--- src/rtl/bbd_pkg.sv ---
// Shared constants and types of the bilinear Bayer demosaic block.
`default_nettype none

package bbd_pkg;

    // Default depth of each line store (longest supported row).
    localparam int MAX_WIDTH_DEF = 4096;

    // Field and register widths.
    localparam int PIX_W    = 16;
    localparam int WIDTH_W  = 13;
    localparam int HEIGHT_W = 16;
    localparam int ROW_W    = 17;
    localparam int CFG_IDX_W  = 2;
    localparam int CFG_DATA_W = 16;

    // Depth of the result queue, a power of two of at least four.
    localparam int OUT_DEPTH = 4;

    // Bayer layout codes of the top-left 2x2 cell.
    localparam logic [2:0] PAT_NONE = 3'd0;
    localparam logic [2:0] PAT_GRBG = 3'd1;
    localparam logic [2:0] PAT_GBRG = 3'd2;
    localparam logic [2:0] PAT_RGGB = 3'd3;
    localparam logic [2:0] PAT_BGGR = 3'd4;

    // Configuration register indexes.
    localparam logic [CFG_IDX_W-1:0] CFG_PATTERN = 2'd0;
    localparam logic [CFG_IDX_W-1:0] CFG_WIDTH   = 2'd1;
    localparam logic [CFG_IDX_W-1:0] CFG_HEIGHT  = 2'd2;

    // Register values after reset.
    localparam logic [2:0]          PATTERN_RST = PAT_RGGB;
    localparam logic [WIDTH_W-1:0]  WIDTH_RST   = 13'd640;
    localparam logic [HEIGHT_W-1:0] HEIGHT_RST  = 16'd480;

    // One RGB result.
    typedef struct packed {
        logic [PIX_W-1:0] red;
        logic [PIX_W-1:0] green;
        logic [PIX_W-1:0] blue;
        logic             frame_end;
    } t_pixel;

    // Per-item control carried from the input stage to the window stage.
    typedef struct packed {
        logic [PIX_W-1:0] value;      // sample, zero for flush or padding row
        logic             first_row;  // row 0: upper store gets zero
        logic             col_zero;   // first column: window restarts
        logic             emit_a;     // result for the previous column
        logic             emit_b;     // extra result at the end of a row
        logic             end_a;      // emit_a is the frame's last pixel
        logic             end_b;      // emit_b is the frame's last pixel
        logic             y_odd;      // output row is odd
        logic             x_odd;      // output column of emit_a is odd
        logic             fwd;        // line store data comes from the bypass
    } t_item;

endpackage

`default_nettype wire

--- src/rtl/bbd_out_fifo.sv ---
// Result queue: up to two results in per cycle, one out unless stalled.
`default_nettype none

module bbd_out_fifo (
    input  wire logic            i_clk,
    input  wire logic            i_rst_n,
    input  wire logic            i_push_a,
    input  wire logic            i_push_b,
    input  wire bbd_pkg::t_pixel i_pix_a,
    input  wire bbd_pkg::t_pixel i_pix_b,
    output logic                 o_room,
    output logic                 o_valid,
    input  wire logic            i_stall,
    output bbd_pkg::t_pixel      o_pix
);

    localparam int DEPTH = bbd_pkg::OUT_DEPTH;
    localparam int PW    = $clog2(DEPTH);
    localparam int CNTW  = PW + 1;

    bbd_pkg::t_pixel r_mem [DEPTH];
    logic [PW-1:0]   r_wr_ptr;
    logic [PW-1:0]   r_rd_ptr;
    logic [CNTW-1:0] r_count;

    logic            pop;
    logic [CNTW-1:0] push_cnt;
    logic [PW-1:0]   wr_addr_b;

    always_comb begin
        pop       = (r_count != '0) && !i_stall;
        push_cnt  = CNTW'(i_push_a) + CNTW'(i_push_b);
        wr_addr_b = i_push_a ? r_wr_ptr + PW'(1) : r_wr_ptr;
    end

    always_ff @(posedge i_clk) begin
        if (!i_rst_n) begin
            r_wr_ptr <= '0;
            r_rd_ptr <= '0;
            r_count  <= '0;
        end else begin
            r_wr_ptr <= r_wr_ptr + push_cnt[PW-1:0];
            r_rd_ptr <= r_rd_ptr + PW'(pop);
            r_count  <= r_count + push_cnt - CNTW'(pop);
        end
    end

    always_ff @(posedge i_clk) begin
        if (i_push_a) begin
            r_mem[r_wr_ptr] <= i_pix_a;
        end
        if (i_push_b) begin
            r_mem[wr_addr_b] <= i_pix_b;
        end
    end

    // Room for two results, judged on the registered count only.
    assign o_room  = r_count <= CNTW'(DEPTH - 2);
    assign o_valid = r_count != '0;
    assign o_pix   = r_mem[r_rd_ptr];

`ifndef NO_ASSERTIONS
    a_count_bound: assert property (@(posedge i_clk) disable iff (!i_rst_n)
        r_count <= CNTW'(DEPTH))
        else $error("result queue count beyond depth");
    a_push_room: assert property (@(posedge i_clk) disable iff (!i_rst_n)
        (i_push_a || i_push_b) |-> (r_count <= CNTW'(DEPTH - 2)))
        else $error("result pushed without room");
`endif

endmodule

`default_nettype wire

--- config.mk ---
export PLATFORM = sky130hd
export DESIGN_NAME = bbd_out_fifo
export DESIGN_NICKNAME = d
export VERILOG_FILES = /design/src/rtl/bbd_pkg.sv /design/src/rtl/bbd_out_fifo.sv
export SDC_FILE = /design/constraint.sdc
export NUM_CORES = 1
export LEC_CHECK = 0
export BUFFER_PORTS_ARGS = -buffer_cell sky130_fd_sc_hd__buf_2
export CELL_PAD_IN_SITES_DETAIL_PLACEMENT = 0
export CELL_PAD_IN_SITES_GLOBAL_PLACEMENT = 1
export CORE_AREA = 2 2 147 149
export DETAILED_ROUTE_END_ITERATION = 10
export DIE_AREA = 0 0 149 151
export GPL_TIMING_DRIVEN = 1
export PLACE_DENSITY_LB_ADDON = 0.3
export SLEW_MARGIN = 10
export SYNTH_ARGS = -nofsm -noshare
export SYNTH_HDL_FRONTEND = slang
export SYNTH_SLANG_ARGS = --single-unit
export TNS_END_PERCENT = 50
--- constraint.sdc ---
create_clock -name i_clk -period 3.75 [get_ports i_clk]
set_clock_uncertainty 0.2 [all_clocks]
set_input_delay 0.1875 -clock i_clk [delete_from_list [all_inputs] [get_ports i_clk]]
set_output_delay 0.1875 -clock i_clk [all_outputs]
set_load 0.01 [all_outputs]
# Yosys cells after proc, flatten, opt, wreduce, memory -nomap -nowiden
# Memory sizes are Yosys's and may differ from the RTL's. A register that Yosys moved wholly into a read port is not among the register bits.
# Cells that the tools add are included.
# op_classes
add_sub_neg	6
n_reduce_logical	3
n_mux	6
order_cmp	1
# op_table
operator	count
$mux 1	4
$mux 2	2
$add 3x2->3	1
$le 3x2->1 const B	1
$reduce_bool 3->1	1
$sub 3x1->3	1
$add 1x1->2	1
$add 2x1->2	1
$add 2x1->2 const B	1
$add 2x2->2	1
$logic_and 1x1->1	1
$logic_not 1->1	1
# totals
ramBits	196
ff_bits	7
in_bits	103
n_memories	1
wordCells	20
# mem_list
name	depth	width	rd	rd_clocked_by_memory_dff	wr	line_no	text
r_mem	4	49	1	1	2	bbd_out_fifo.sv:21	bbd_pkg::t_pixel r_mem [DEPTH];

# Logic depth before layout (Yosys ltp)
# logic_depth
word_depth	4
ltp_mapped	7
depth_no_buf	7

# Worst setup path after synthesis
# OpenSTA, ideal clock, no wires.
# synth_path
kind	register to register
start	reg r_wr_ptr[0]
end	mem r_mem[0][0] in the netlist's numbering (enable)
setup_slack_ps	528
t_arrival_ps	2431
period_less_slack_ps	3222
stages_incl_launch_ff	7
n_path_buf	1
setup_ps	590
cell_sequence	dfxtp_1 inv_2 ha_1 and3b_2 o21ai_4 buf_6 nand2_1
# synth_lines
item	line_no	text
from (decl)	bbd_out_fifo.sv:22	logic [PW-1:0] r_wr_ptr;
from (signal assigned)	bbd_out_fifo.sv:42	r_wr_ptr <= r_wr_ptr + push_cnt[PW-1:0];
to (decl)	bbd_out_fifo.sv:21	

==> summary.md <==
| Metric | Value |
|---|---|
| Layout cells sized above 1 | `51.7%` |
| Register area share after synthesis | `59.7%` |
| Total Power | `7090 uW` |
| Vias | `6168` |
| Top layer in use | `met4` |
| Fill cell count | `1531` |
| WL per Instance | `approximately 21 um` |
| Synth cell types | `34` |
| Required @ worst endpoint | `3.80 ns` |
| Slew @ Worst Pin | `0.868 ns` |
| Yosys reg bits | `203` |
| DR WL met2 | `around 12000 um` |
| Clk buf depth | `3` |
| Clock sinks | `203` |
| Final count of hold timing violations | `0` |
| Slew Limit Fails | `0` |
| Post-Syn Area | `10100 um2` |
| FFs w/ async S/R, synth | `0%` |
| Die outline width | `149 um` |
| Switching power of the nets | `1980 uW` |
| First-pass GRT wire length | `36800 um` |
| Die area | `22500 um2` |
| Antenna-violating nets left | `0` |
| Clock-pin slew on the worst setup and hold paths | `0.06 ns` |
| Area grow syn2layout | `31.4%` |
| Slack of the critical path | `0.135 ns` |
| Final setup fails | `0` |
| Drt drc | `0` |
| Post-DP HPWL | `14200 um` |
| Post-CTS Resized | `0` |
| CP endpoint | `r_mem[0][9]` |
| Switch share | `between 20 and 30%` |
| Root buffer cell | `clkbuf_16` |
| Leakage | `0.00480 uW` |
| Core Box Area | `20800 um2` |
| Maximum VDD drop | `slightly above 0.0003 V` |
| Hold Path Class | `in2reg` |
| Status | `completed` |
| 1st-pass router iterations | `4` |
| Reg2reg start | `r_wr_ptr[0]` |
| DR WL met3 | `1140 um` |
| Worst r2r dst | `r_mem[0][9]` |
| RSZ-0062 raised after global routing | `no` |
| Cts hold-fix bufs | `150` |
| Number of synthesized flops with an enable pin | `196` |
| Crit path kind | `reg2reg` |
| CP startpoint | `r_wr_ptr[0]` |
| Power Internal | `5110 uW` |
| Synth Flop Type | `edfxtp_1` |
| Synth warnings | `0` |
| Syn Area/Cell | `18.9 um2` |
| Commonest non-fill, non-tap cell in the layout | `edfxtp_1` |
| Sequential Area | `6030 um2` |
| CTS buffer count | `22` |
| Num rows | `53` |
| Comb power frac | `between 20% and 30%` |
| Antenna violations before repair | `0` |
| Power density over the cells | `~540 nW/um2` |
| Dpl ws | `0.691 ns` |
| Max Cap Violations | `0` |
| Commonest non-fill, non-tap cells in the layout | `196 x edfxtp_1, 177 x mux2_2, 153 x buf_2, 150 x dlygate4sd3_1, 49 x mux4_2` |
| Final Core Density | `63.7%` |
| Syn_nets | `647` |
| Routability cong. | `~0.75` |
| R2r setup slk | `0.14 ns` |
| IO Count | `154` |
| I/O Buffers | `about 150` |
| R2R cell count | `7` |
| Drt total wl | `roughly 24000 um` |
| Met1 Wirelength | `10300 um` |
| Clock Latency Late Sink | `between 0.5 and 0.6 ns` |
| Startpoint types | `register` |
| Die height | `approximately 150 um` |
| CTS tree | `built` |
| Period utilization | `96.4%` |
| Vias in the first global route | `6817` |
| Gr usage total | `a little over a fifth` |
| Area of the multi-input gates | `3770 um2` |
| Fin crit period | `3.61 ns` |
| Nets | `961` |
| CP max FO | `23` |
| Number of diodes | `0` |
| Starting Density | `48.4%` |
| Crit end category | `register` |
| Slew headroom | `42.1%` |
| Setup TNS | `0 ns` |
| Critical Path AT | `3.66 ns` |
| DRT iter0 DRCs | `between 300 and 400` |
| FMAX | `277 MHz` |
| Seq pwr share | `43.0%` |
| # Post-CTS Setup Buffers | `0` |
| Via density | `5.41` |
| Clock power frac | `between 20% and 30%` |
| H-Tree Depth | `1` |
| Largest net degree at the start of global routing | `35` |
| Grt ovf | `0` |
| Gate Count Post-Synth | `535` |
[power groups by stage]
stage          Clock, uW  Combinational [uW]  Sequential, uW
6_report            2020                2030            3050
4_1_cts             2050                2050            3060
3_5_place_dp           0                1870            3100
3_3_place_gp           0                1840            3080
5_1_grt             2140                2180            3080
2_1_floorplan          0                1290            3010
[metrics by stage]
step,hold WS (ns),cell area [um2],std cells
after floorplan,0.109,10100,535
after global placement,0.306,11100,950
after detailed placement,0.312,11100,950
after CTS,0.154,13300,1140
after global routing,0.182,13300,1140
final,0.180,13300,1140
[state kept, by name (all words and copies together), names as in the netlist]
signal    cells
r_rd_ptr      2
r_wr_ptr      2
r_count       3
r_mem       196
[worst max-delay path: stages, from the launching register on]
cell and delay (ns):
dfxtp_1 0.60, inv_2 0.12, ha_1 0.38, and3b_2 0.24, o21ai_4 0.41, buf_4 0.45, mux2_2 0.38, dlygate4sd3_1 0.56
[cells by family (layout without fill, tap and decap cells)]
family | after synthesis | after routing | share of synthesized area [%]
AND/OR/NAND/NOR | 25 | 25 | 1.45
multiplexers | 247 | 247 | 33.3
buffers and inverters | 39 | 369 | 3.04
AO/OA/AOI/OAI | 8 | 8 | 0.943
XOR/XNOR | 4 | 4 | 0.347
flip-flops | 203 | 203 | 59.7
adder cells (fa/ha/maj) | 9 | 9 | 1.19
[worst min path at each step]
stage / start / endpoint / slack (ns) / depth (start not counted)
finish: i_push_b / r_mem[0][33] / 0.18 / 3
floorplan: i_rst_n / r_count[0] / 0.11 / 1
detailed placement: i_rst_n / r_rd_ptr[0] / 0.31 / 3
CTS: i_push_b / r_wr_ptr[0] / 0.15 / 4
global placement: i_rst_n / r_rd_ptr[0] / 0.31 / 3
global route: i_push_b / r_mem[0][33] / 0.18 / 3
[cells in the mapped netlist (all sizes together), types with 3 or more instances]
library cell / number / share of area, %
xnor2: 4 / 0.35
edfxtp: 196 / 58
mux2: 196 / 22
ha: 8 / 0.99
o21ai: 3 / 0.30
and2: 5 / 0.31
nor3b: 3 / 0.27
inv: 6 / 0.22
mux4: 49 / 11
nand2: 8 / 0.30
dfxtp: 7 / 1.4
buf: 27 / 2.6
clkbuf: 6 / 0.22
[per-layer routing]
| layer | vias to the layer above | track usage [%] |
|---|---|---|
| li1 | 2805 | - |
| met1 | 3169 | 27.7 |
| met2 | 162 | 38.2 |
| met3 | 32 | 3.49 |
| met4 | 0 | 5.19 |
| met5 | - | 0 |
[cell type report]
| cell class | count | share of cell area, % |
|---|---|---|
| clock inverters | 11 | 0.642 |
| inverters | 6 | 0.170 |
| well taps | 275 | 2.60 |
| multi-input cells | 293 | 28.4 |
| repair buffers | 323 | 18.3 |
| clock buffers | 29 | 4.35 |
| flip-flops and latches | 203 | 45.5 |
Power figures use the tool's default switching activity.
