File: src/rtl/bbd_pkg.sv
// Shared constants and types of the bilinear Bayer demosaic block.
`default_nettype none

package bbd_pkg;

    // Default depth of each line store (longest supported row).
    localparam int MAX_WIDTH_DEF = 4096;

    // Field and register widths.
    localparam int PIX_W    = 16;
    localparam int WIDTH_W  = 13;
    localparam int HEIGHT_W = 16;
    localparam int ROW_W    = 17;
    localparam int CFG_IDX_W  = 2;
    localparam int CFG_DATA_W = 16;

    // Depth of the result queue, a power of two of at least four.
    localparam int OUT_DEPTH = 4;

    // Bayer layout codes of the top-left 2x2 cell.
    localparam logic [2:0] PAT_NONE = 3'd0;
    localparam logic [2:0] PAT_GRBG = 3'd1;
    localparam logic [2:0] PAT_GBRG = 3'd2;
    localparam logic [2:0] PAT_RGGB = 3'd3;
    localparam logic [2:0] PAT_BGGR = 3'd4;

    // Configuration register indexes.
    localparam logic [CFG_IDX_W-1:0] CFG_PATTERN = 2'd0;
    localparam logic [CFG_IDX_W-1:0] CFG_WIDTH   = 2'd1;
    localparam logic [CFG_IDX_W-1:0] CFG_HEIGHT  = 2'd2;

    // Register values after reset.
    localparam logic [2:0]          PATTERN_RST = PAT_RGGB;
    localparam logic [WIDTH_W-1:0]  WIDTH_RST   = 13'd640;
    localparam logic [HEIGHT_W-1:0] HEIGHT_RST  = 16'd480;

    // One RGB result.
    typedef struct packed {
        logic [PIX_W-1:0] red;
        logic [PIX_W-1:0] green;
        logic [PIX_W-1:0] blue;
        logic             frame_end;
    } t_pixel;

    // Per-item control carried from the input stage to the window stage.
    typedef struct packed {
        logic [PIX_W-1:0] value;      // sample, zero for flush or padding row
        logic             first_row;  // row 0: upper store gets zero
        logic             col_zero;   // first column: window restarts
        logic             emit_a;     // result for the previous column
        logic             emit_b;     // extra result at the end of a row
        logic             end_a;      // emit_a is the frame's last pixel
        logic             end_b;      // emit_b is the frame's last pixel
        logic             y_odd;      // output row is odd
        logic             x_odd;      // output column of emit_a is odd
        logic             fwd;        // line store data comes from the bypass
    } t_item;

endpackage

`default_nettype wire

File: src/rtl/bbd_window.sv
// 3x3 window registers and the bilinear interpolation of its center.
`default_nettype none

module bbd_window (
    input  wire logic                      i_clk,
    input  wire logic                      i_adv,
    input  wire bbd_pkg::t_item            i_item,
    input  wire logic [bbd_pkg::PIX_W-1:0] i_up,
    input  wire logic [bbd_pkg::PIX_W-1:0] i_mid,
    input  wire logic [2:0]                i_pattern,
    output bbd_pkg::t_pixel                o_pix_a,
    output bbd_pkg::t_pixel                o_pix_b
);

    // Window index is row*3 + column, column 2 holds the newest sample.
    logic [8:0][bbd_pkg::PIX_W-1:0] r_win;
    logic [8:0][bbd_pkg::PIX_W-1:0] n_win;
    logic [8:0][bbd_pkg::PIX_W-1:0] win_end;

    function automatic logic [2:0] flip_row(input logic [2:0] p);
        logic [2:0] f;
        unique case (p)
            bbd_pkg::PAT_GRBG: f = bbd_pkg::PAT_BGGR;
            bbd_pkg::PAT_BGGR: f = bbd_pkg::PAT_GRBG;
            bbd_pkg::PAT_GBRG: f = bbd_pkg::PAT_RGGB;
            bbd_pkg::PAT_RGGB: f = bbd_pkg::PAT_GBRG;
            default:           f = p;
        endcase
        return f;
    endfunction

    function automatic logic [2:0] flip_col(input logic [2:0] p);
        logic [2:0] f;
        unique case (p)
            bbd_pkg::PAT_GRBG: f = bbd_pkg::PAT_RGGB;
            bbd_pkg::PAT_RGGB: f = bbd_pkg::PAT_GRBG;
            bbd_pkg::PAT_GBRG: f = bbd_pkg::PAT_BGGR;
            bbd_pkg::PAT_BGGR: f = bbd_pkg::PAT_GBRG;
            default:           f = p;
        endcase
        return f;
    endfunction

    function automatic bbd_pkg::t_pixel interp(
        input logic [8:0][bbd_pkg::PIX_W-1:0] q,
        input logic [2:0]                     pat,
        input logic                           y_odd,
        input logic                           x_odd,
        input logic                           last
    );
        logic [bbd_pkg::PIX_W+1:0] cross_sum;
        logic [bbd_pkg::PIX_W+1:0] diag_sum;
        logic [bbd_pkg::PIX_W:0]   vert_sum;
        logic [bbd_pkg::PIX_W:0]   horz_sum;
        logic [bbd_pkg::PIX_W-1:0] cross_avg;
        logic [bbd_pkg::PIX_W-1:0] diag_avg;
        logic [bbd_pkg::PIX_W-1:0] vert_avg;
        logic [bbd_pkg::PIX_W-1:0] horz_avg;
        logic [2:0]                site;
        bbd_pkg::t_pixel           p;
        vert_sum  = {1'b0, q[1]} + {1'b0, q[7]};
        horz_sum  = {1'b0, q[3]} + {1'b0, q[5]};
        cross_sum = {1'b0, vert_sum} + {1'b0, horz_sum};
        diag_sum  = {2'b00, q[0]} + {2'b00, q[2]} + {2'b00, q[6]} + {2'b00, q[8]};
        vert_avg  = vert_sum[bbd_pkg::PIX_W:1];
        horz_avg  = horz_sum[bbd_pkg::PIX_W:1];
        cross_avg = cross_sum[bbd_pkg::PIX_W+1:2];
        diag_avg  = diag_sum[bbd_pkg::PIX_W+1:2];
        site = pat;
        if (y_odd) begin
            site = flip_row(site);
        end
        if (x_odd) begin
            site = flip_col(site);
        end
        unique case (site)
            bbd_pkg::PAT_BGGR: begin
                p.red = diag_avg;  p.green = cross_avg; p.blue = q[4];
            end
            bbd_pkg::PAT_GBRG: begin
                p.red = vert_avg;  p.green = q[4];      p.blue = horz_avg;
            end
            bbd_pkg::PAT_GRBG: begin
                p.red = horz_avg;  p.green = q[4];      p.blue = vert_avg;
            end
            default: begin
                // Red sites, and also the none pattern and unused codes.
                p.red = q[4];      p.green = cross_avg; p.blue = diag_avg;
            end
        endcase
        p.frame_end = last;
        return p;
    endfunction

    // New column enters on the right; the first column of a row starts
    // from zero padding on the left.
    always_comb begin
        if (i_item.col_zero) begin
            n_win    = '0;
            n_win[2] = i_up;
            n_win[5] = i_mid;
            n_win[8] = i_item.value;
        end else begin
            n_win[0] = r_win[1];
            n_win[1] = r_win[2];
            n_win[2] = i_up;
            n_win[3] = r_win[4];
            n_win[4] = r_win[5];
            n_win[5] = i_mid;
            n_win[6] = r_win[7];
            n_win[7] = r_win[8];
            n_win[8] = i_item.value;
        end
    end

    // At the end of a row the window moves once more over the zero border.
    always_comb begin
        win_end[0] = n_win[1];
        win_end[1] = n_win[2];
        win_end[2] = '0;
        win_end[3] = n_win[4];
        win_end[4] = n_win[5];
        win_end[5] = '0;
        win_end[6] = n_win[7];
        win_end[7] = n_win[8];
        win_end[8] = '0;
    end

    always_ff @(posedge i_clk) begin
        if (i_adv) begin
            r_win <= n_win;
        end
    end

    assign o_pix_a = interp(n_win, i_pattern, i_item.y_odd, i_item.x_odd, i_item.end_a);
    assign o_pix_b = interp(win_end, i_pattern, i_item.y_odd, !i_item.x_odd, i_item.end_b);

endmodule

`default_nettype wire

File: config.mk
export PLATFORM = sky130hd
export DESIGN_NAME = bbd_window
export DESIGN_NICKNAME = d
export VERILOG_FILES = /design/src/rtl/bbd_pkg.sv /design/src/rtl/bbd_window.sv
export SDC_FILE = /design/constraint.sdc
export NUM_CORES = 1
export LEC_CHECK = 0
export BUFFER_PORTS_ARGS = -buffer_cell sky130_fd_sc_hd__buf_2
export CELL_PAD_IN_SITES_DETAIL_PLACEMENT = 2
export CELL_PAD_IN_SITES_GLOBAL_PLACEMENT = 2
export CORE_MARGIN = 1.5
export CORE_UTILIZATION = 39
export DETAILED_ROUTE_END_ITERATION = 7
export PLACE_DENSITY_LB_ADDON = 0.1
export REMOVE_ABC_BUFFERS = 1
export SLEW_MARGIN = 20
export SYNTH_ARGS = -nofsm -noshare
export SYNTH_HDL_FRONTEND = slang
export SYNTH_SLANG_ARGS = --single-unit
export TNS_END_PERCENT = 10
File: constraint.sdc
create_clock -name i_clk -period 12.3 [get_ports i_clk]
set_input_delay 1.23 -clock i_clk [delete_from_list [all_inputs] [get_ports i_clk]]
set_output_delay 1.23 -clock i_clk [all_outputs]
set_load 0.05 [all_outputs]
; Word level (Yosys, flattened, before mapping)
; Index checks and enable logic that the tools add are counted.
[totals]
register_bits = 96
in_bits = 62
out_inout_bits = 98
[op_classes]
add_sub_neg = 9
eq_ne = 14
mux = 8
[ops]
columns = cell, n
row1 = one-hot mux 48 bit (3 select lines), 2
row2 = two-way mux 128 bit, 1
row3 = adder 16 x 16 -> 17 bit, 5
row4 = adder 17 x 16 -> 18 bit, 2
row5 = one-hot mux 3 bit (4 select lines), 2
row6 = adder 17 x 17 -> 18 bit, 1
row7 = adder 18 x 16 -> 18 bit, 1
row8 = "== test 3 x 2 -> 1 bit, second input constant", 6
row9 = "== test 3 x 1 -> 1 bit, second input constant", 4
row10 = "== test 3 bit, second input constant", 4
row11 = two-way mux 3 bit, 3

; Logic depth before layout (Yosys ltp)
[depth]
word_depth = 8
ltp_mapped = 22

; Worst setup path after synthesis
; No wires, ideal clock.
[synth_timing]
path_kind = in2out
startpoint = input port i_item[7] in the netlist's numbering
endpoint = output port o_pix_a[32] in the netlist's numbering
arrival_ns = 6.169
required_time_ns = 11.070
setup_slack_ns = 4.901
path_stages = 21
cell_sequence = clkbuf_1 > clkbuf_1 > nor2b_1 > ha_1 > inv_1 > fa_1 > nor2b_1 > o31a_1 > or2_2 > a21oi_1 > xnor2_1 > ha_1 > nand2_1 > o21ai_0 > a31oi_1 > o21ba_2 > o21bai_1 > a2111oi_4 > o41ai_2 > a2111oi_1 > a211oi_1
[synth_rtl]
columns = element, line
row1 = start: declaration, bbd_window.sv:7  ; input wire bbd_pkg::t_item i_item,
row2 = end: declaration, bbd_window.sv:11  ; output bbd_pkg::t_pixel o_pix_a,

==> out/summary.txt <==
Netlist cell types: 71
CTS sink cnt: 96
total track usage: 0.2931
Hold Fails Final Rpt: 0
Syn Inst Count: 1128
vias in the first global route: 10090
post-detailed-routing wire length: 38640 um
First-pass DRT Iterations: 7
Core Region: 25330 um2
CTS Root Buffer Type: clkbuf_16
dominant synthesized flop cell: edfxtp_1
Crit. End Element: output port
sequential element share of the synthesized area: 0.2850
clock power share: 0.153
crit path cell chain: buf_2, buf_4, nor2b_1, ha_1, a211oi_1, o21bai_1, a21oi_1, xor2_1, inv_1, ha_1, a21oi_1, o21ai_0, a31oi_1, o21ba_2, o21bai_1, a2111oi_4, o41ai_2, a2111oi_1, a211oi_1, buf_2
sequential power share: 0.198
I/O pin count: 160
Antenna diodes: 0
Fin Hold WS: 0.6158 ns
Clock Pin Slew Worst Setup and Hold Paths: 0.07 ns
Reg2Reg Setup Slack: 11.09 ns
Leakage Power: 0.005123 uW
Die X: 164.0 um
leading area contributor after synthesis: edfxtp_1
Worst Setup Path Type: input pin to output port
first-pass GRT wire length: 58710 um
largest family of logic cells by synthesized area: compound AO/OA/AOI/OAI gates
Hold EP: r_win[119]
Avg Vias per Cell: 5.983
total grt overflow: 0
maximum vdd drop: 0.1127 mV
FMAX: 0.1161 GHz
Final Max Tran Viols: 0
Worst EP required: 11.07 ns
Clock Path Buffers: 2
Worst path slowest cell: buf_2
DP HPWL: 30120 um
H-Tree Depth: 3
Worst-Margin Slew: 0.9648 ns
YS warnings: 0
CTS buffer count: 9
outcome: completed
Int Pwr: 899.4 uW
share of layout cells above drive strength 1: 0.1594
DRC: 0
initial antenna violation count: 0
fin crit share: 0.7005
unrepaired setup endpoints after global routing: no
CTS tree: built
Worst Hold Depth: 1
Sw Ratio: 0.5452
Rows: 58
die height: 164.0 um
sw power: 1078 uW
fillcell total: 2813
Compound-Gate Fraction of Synth Area: 0.2331
I/O Buffers: 151
data arrival time of the worst path: 7.39 ns
area fraction of the dominant cell type after synthesis: 0.2850
Regs by FF count: r_win x96
max_cap viols: 0
family with the most delay on the worst path: compound AO/OA/AOI/OAI gates
final setup TNS: 0 ns
Synth area leaders: edfxtp_1 29%, ha_1 12%, fa_1 6.9%, nor2b_1 5.6%, nand2_1 4.4%
clk_skew: 0.008491 ns
post-synthesis simple-gate area fraction: 0.1706
Buf/Inv on CP: 4
#FFs+latches synth: 96
FF-to-FF End: r_win[75]
Reg2Reg Launch Point: r_win[91]
CP max stage delay: 0.66 ns
number of routed nets with antenna violations: 0
Top reg by flops: r_win
max reg flops: 96
starting density of the core: 0.3993
mux contribution to synthesized area: 0.009155
FFs w/ async S/R, synth: 0
min-delay worst type: flip-flop to flip-flop
post-synthesis adder-cell area fraction: 0.1856
DR WL/cell: 24.38 um
die area: 26910 um2
CP max FO: 50
Initial DRC Count: 740
min cycle time layout: 8.616 ns
Hold Buf Count CTS: 0
Layout area overhead: 13.70%
Power Dens Cells: 172.0 nW/um2
Startpoint Class: input pin
normalized max-slew margin: 0.3544
Final nets: 1442
via count: 9483
number of synthesized flops with an enable pin: 96
hold path startpoint: r_win[135]
largest net degree at the start of global routing: 54
Setup Viol. Count Final: 0
synthesized area per cell: 8.966 um2
clk_lat worst skew: 0.37 ns
Post CTS Setup Buffer Count: 0
R2R depth: 1
PostCTS Resize Cnt: 0
GPL Wtd Cong: 0.8325
area of the mapped netlist: 10110 um2
xor and xnor area share after synthesis: 0.06978
Comb pwr share: 0.650
[synthesized netlist by cell type, drive strengths merged (10+ instances only)]
library cell	instances
o21bai	12
o211ai	12
a21o	27
fa	35
edfxtp	96
a22oi	13
nand2	119
a31oi	10
nor3	13
o21ai	83
clkbuf	48
xor2	28
nor2	65
o21a	11
nand3	13
a222oi	23
a21oi	70
nor2b	90
nand2b	25
a221oi	12
xnor2	50
inv	74
ha	94
[worst max path at each step]
stage | from | to | cells past startpoint
after detailed placement | i_item[7] | o_pix_a[32] | 20
after CTS | i_item[7] | o_pix_a[32] | 20
after global placement | i_item[7] | o_pix_a[32] | 20
final | i_item[7] | o_pix_a[32] | 20
after floorplan | i_pattern[0] | o_pix_b[43] | 5
after global routing | i_item[7] | o_pix_a[32] | 20
[kinds of logic (layout without fill, tap and decap cells)]
group                      after synthesis  in the layout
and+or+nand+nor                        352            352
xor gates and xnor gates                78             78
muxes                                    9              9
buffers and inverters                  124            251
AOI/OAI and AO/OA                      340            340
DFF                                     96             96
adders and majority gates              129            129
[cells in the final DEF, fill, tap and decap left out, drive strengths merged, types with 5 or more instances in the layout]
cell type | synthesis | layout
clkbuf | 48 | 9
xnor2 | 50 | 50
nand2 | 119 | 119
and3 | 7 | 7
inv | 74 | 76
o21bai | 12 | 12
edfxtp | 96 | 96
nor3 | 13 | 13
o211ai | 12 | 12
a21o | 27 | 27
ha | 94 | 94
a31oi | 10 | 10
o21ai | 83 | 83
a221oi | 12 | 12
a22oi | 13 | 13
a21oi | 70 | 70
and2 | 8 | 8
mux2i | 7 | 7
a211oi | 9 | 9
nand2b | 25 | 25
fa | 35 | 35
a2111oi | 7 | 7
buf | 2 | 162
xor2 | 28 | 28
nor2 | 65 | 65
nor2b | 90 | 90
nand3 | 13 | 13
a222oi | 23 | 23
o21a | 11 | 11
a32oi | 5 | 5
o31ai | 7 | 7
a221o | 5 | 5
o22ai | 6 | 6
[power groups by stage]
stage          Combinational (uW)  Clock, uW  Sequential, uW
6_report                     1280        302             391
5_1_grt                      1370        316             393
4_1_cts                      1280        307             391
3_5_place_dp                 1270          0             399
3_3_place_gp                 1240          0             397
2_1_floorplan                 911          0             396
[layout make-up]
type | instances | area [um2] | share of cell area
Multi-Input combinational cell | 908 | 6792 | 0.5906
Sequential cell | 96 | 2883 | 0.2507
Timing Repair Buffer | 162 | 840.8 | 0.07312
Tap cell | 330 | 412.9 | 0.03591
Inverter | 74 | 277.8 | 0.02416
Clock buffer | 9 | 225.2 | 0.01959
Clock inverter | 6 | 67.56 | 0.005876
[metrics by stage]
step | power [uW] | worst slack (ns) | utilization | instance area, um2 | instances
after CTS | 1981 | 3.691 | 0.4539 | 11500 | 1585
final | 1978 | 3.684 | 0.4540 | 11500 | 1585
after floorplan | 1308 | 4.685 | - | 9918 | 1078
after global placement | 1636 | 3.925 | 0.4423 | 11200 | 1570
after detailed placement | 1671 | 3.704 | 0.4423 | 11200 | 1570
after global routing | 2075 | 3.416 | 0.4540 | 11500 | 1585
[per-layer routing]
metal | global-route usage | routed length (um)
met1 | 0.3809 | 16820
met2 | 0.5029 | 18950
met3 | 0.02980 | 1793
met4 | 0.1074 | 1086
met5 | 0 | 0
No activity file was read; power rests on OpenSTA's default activity.
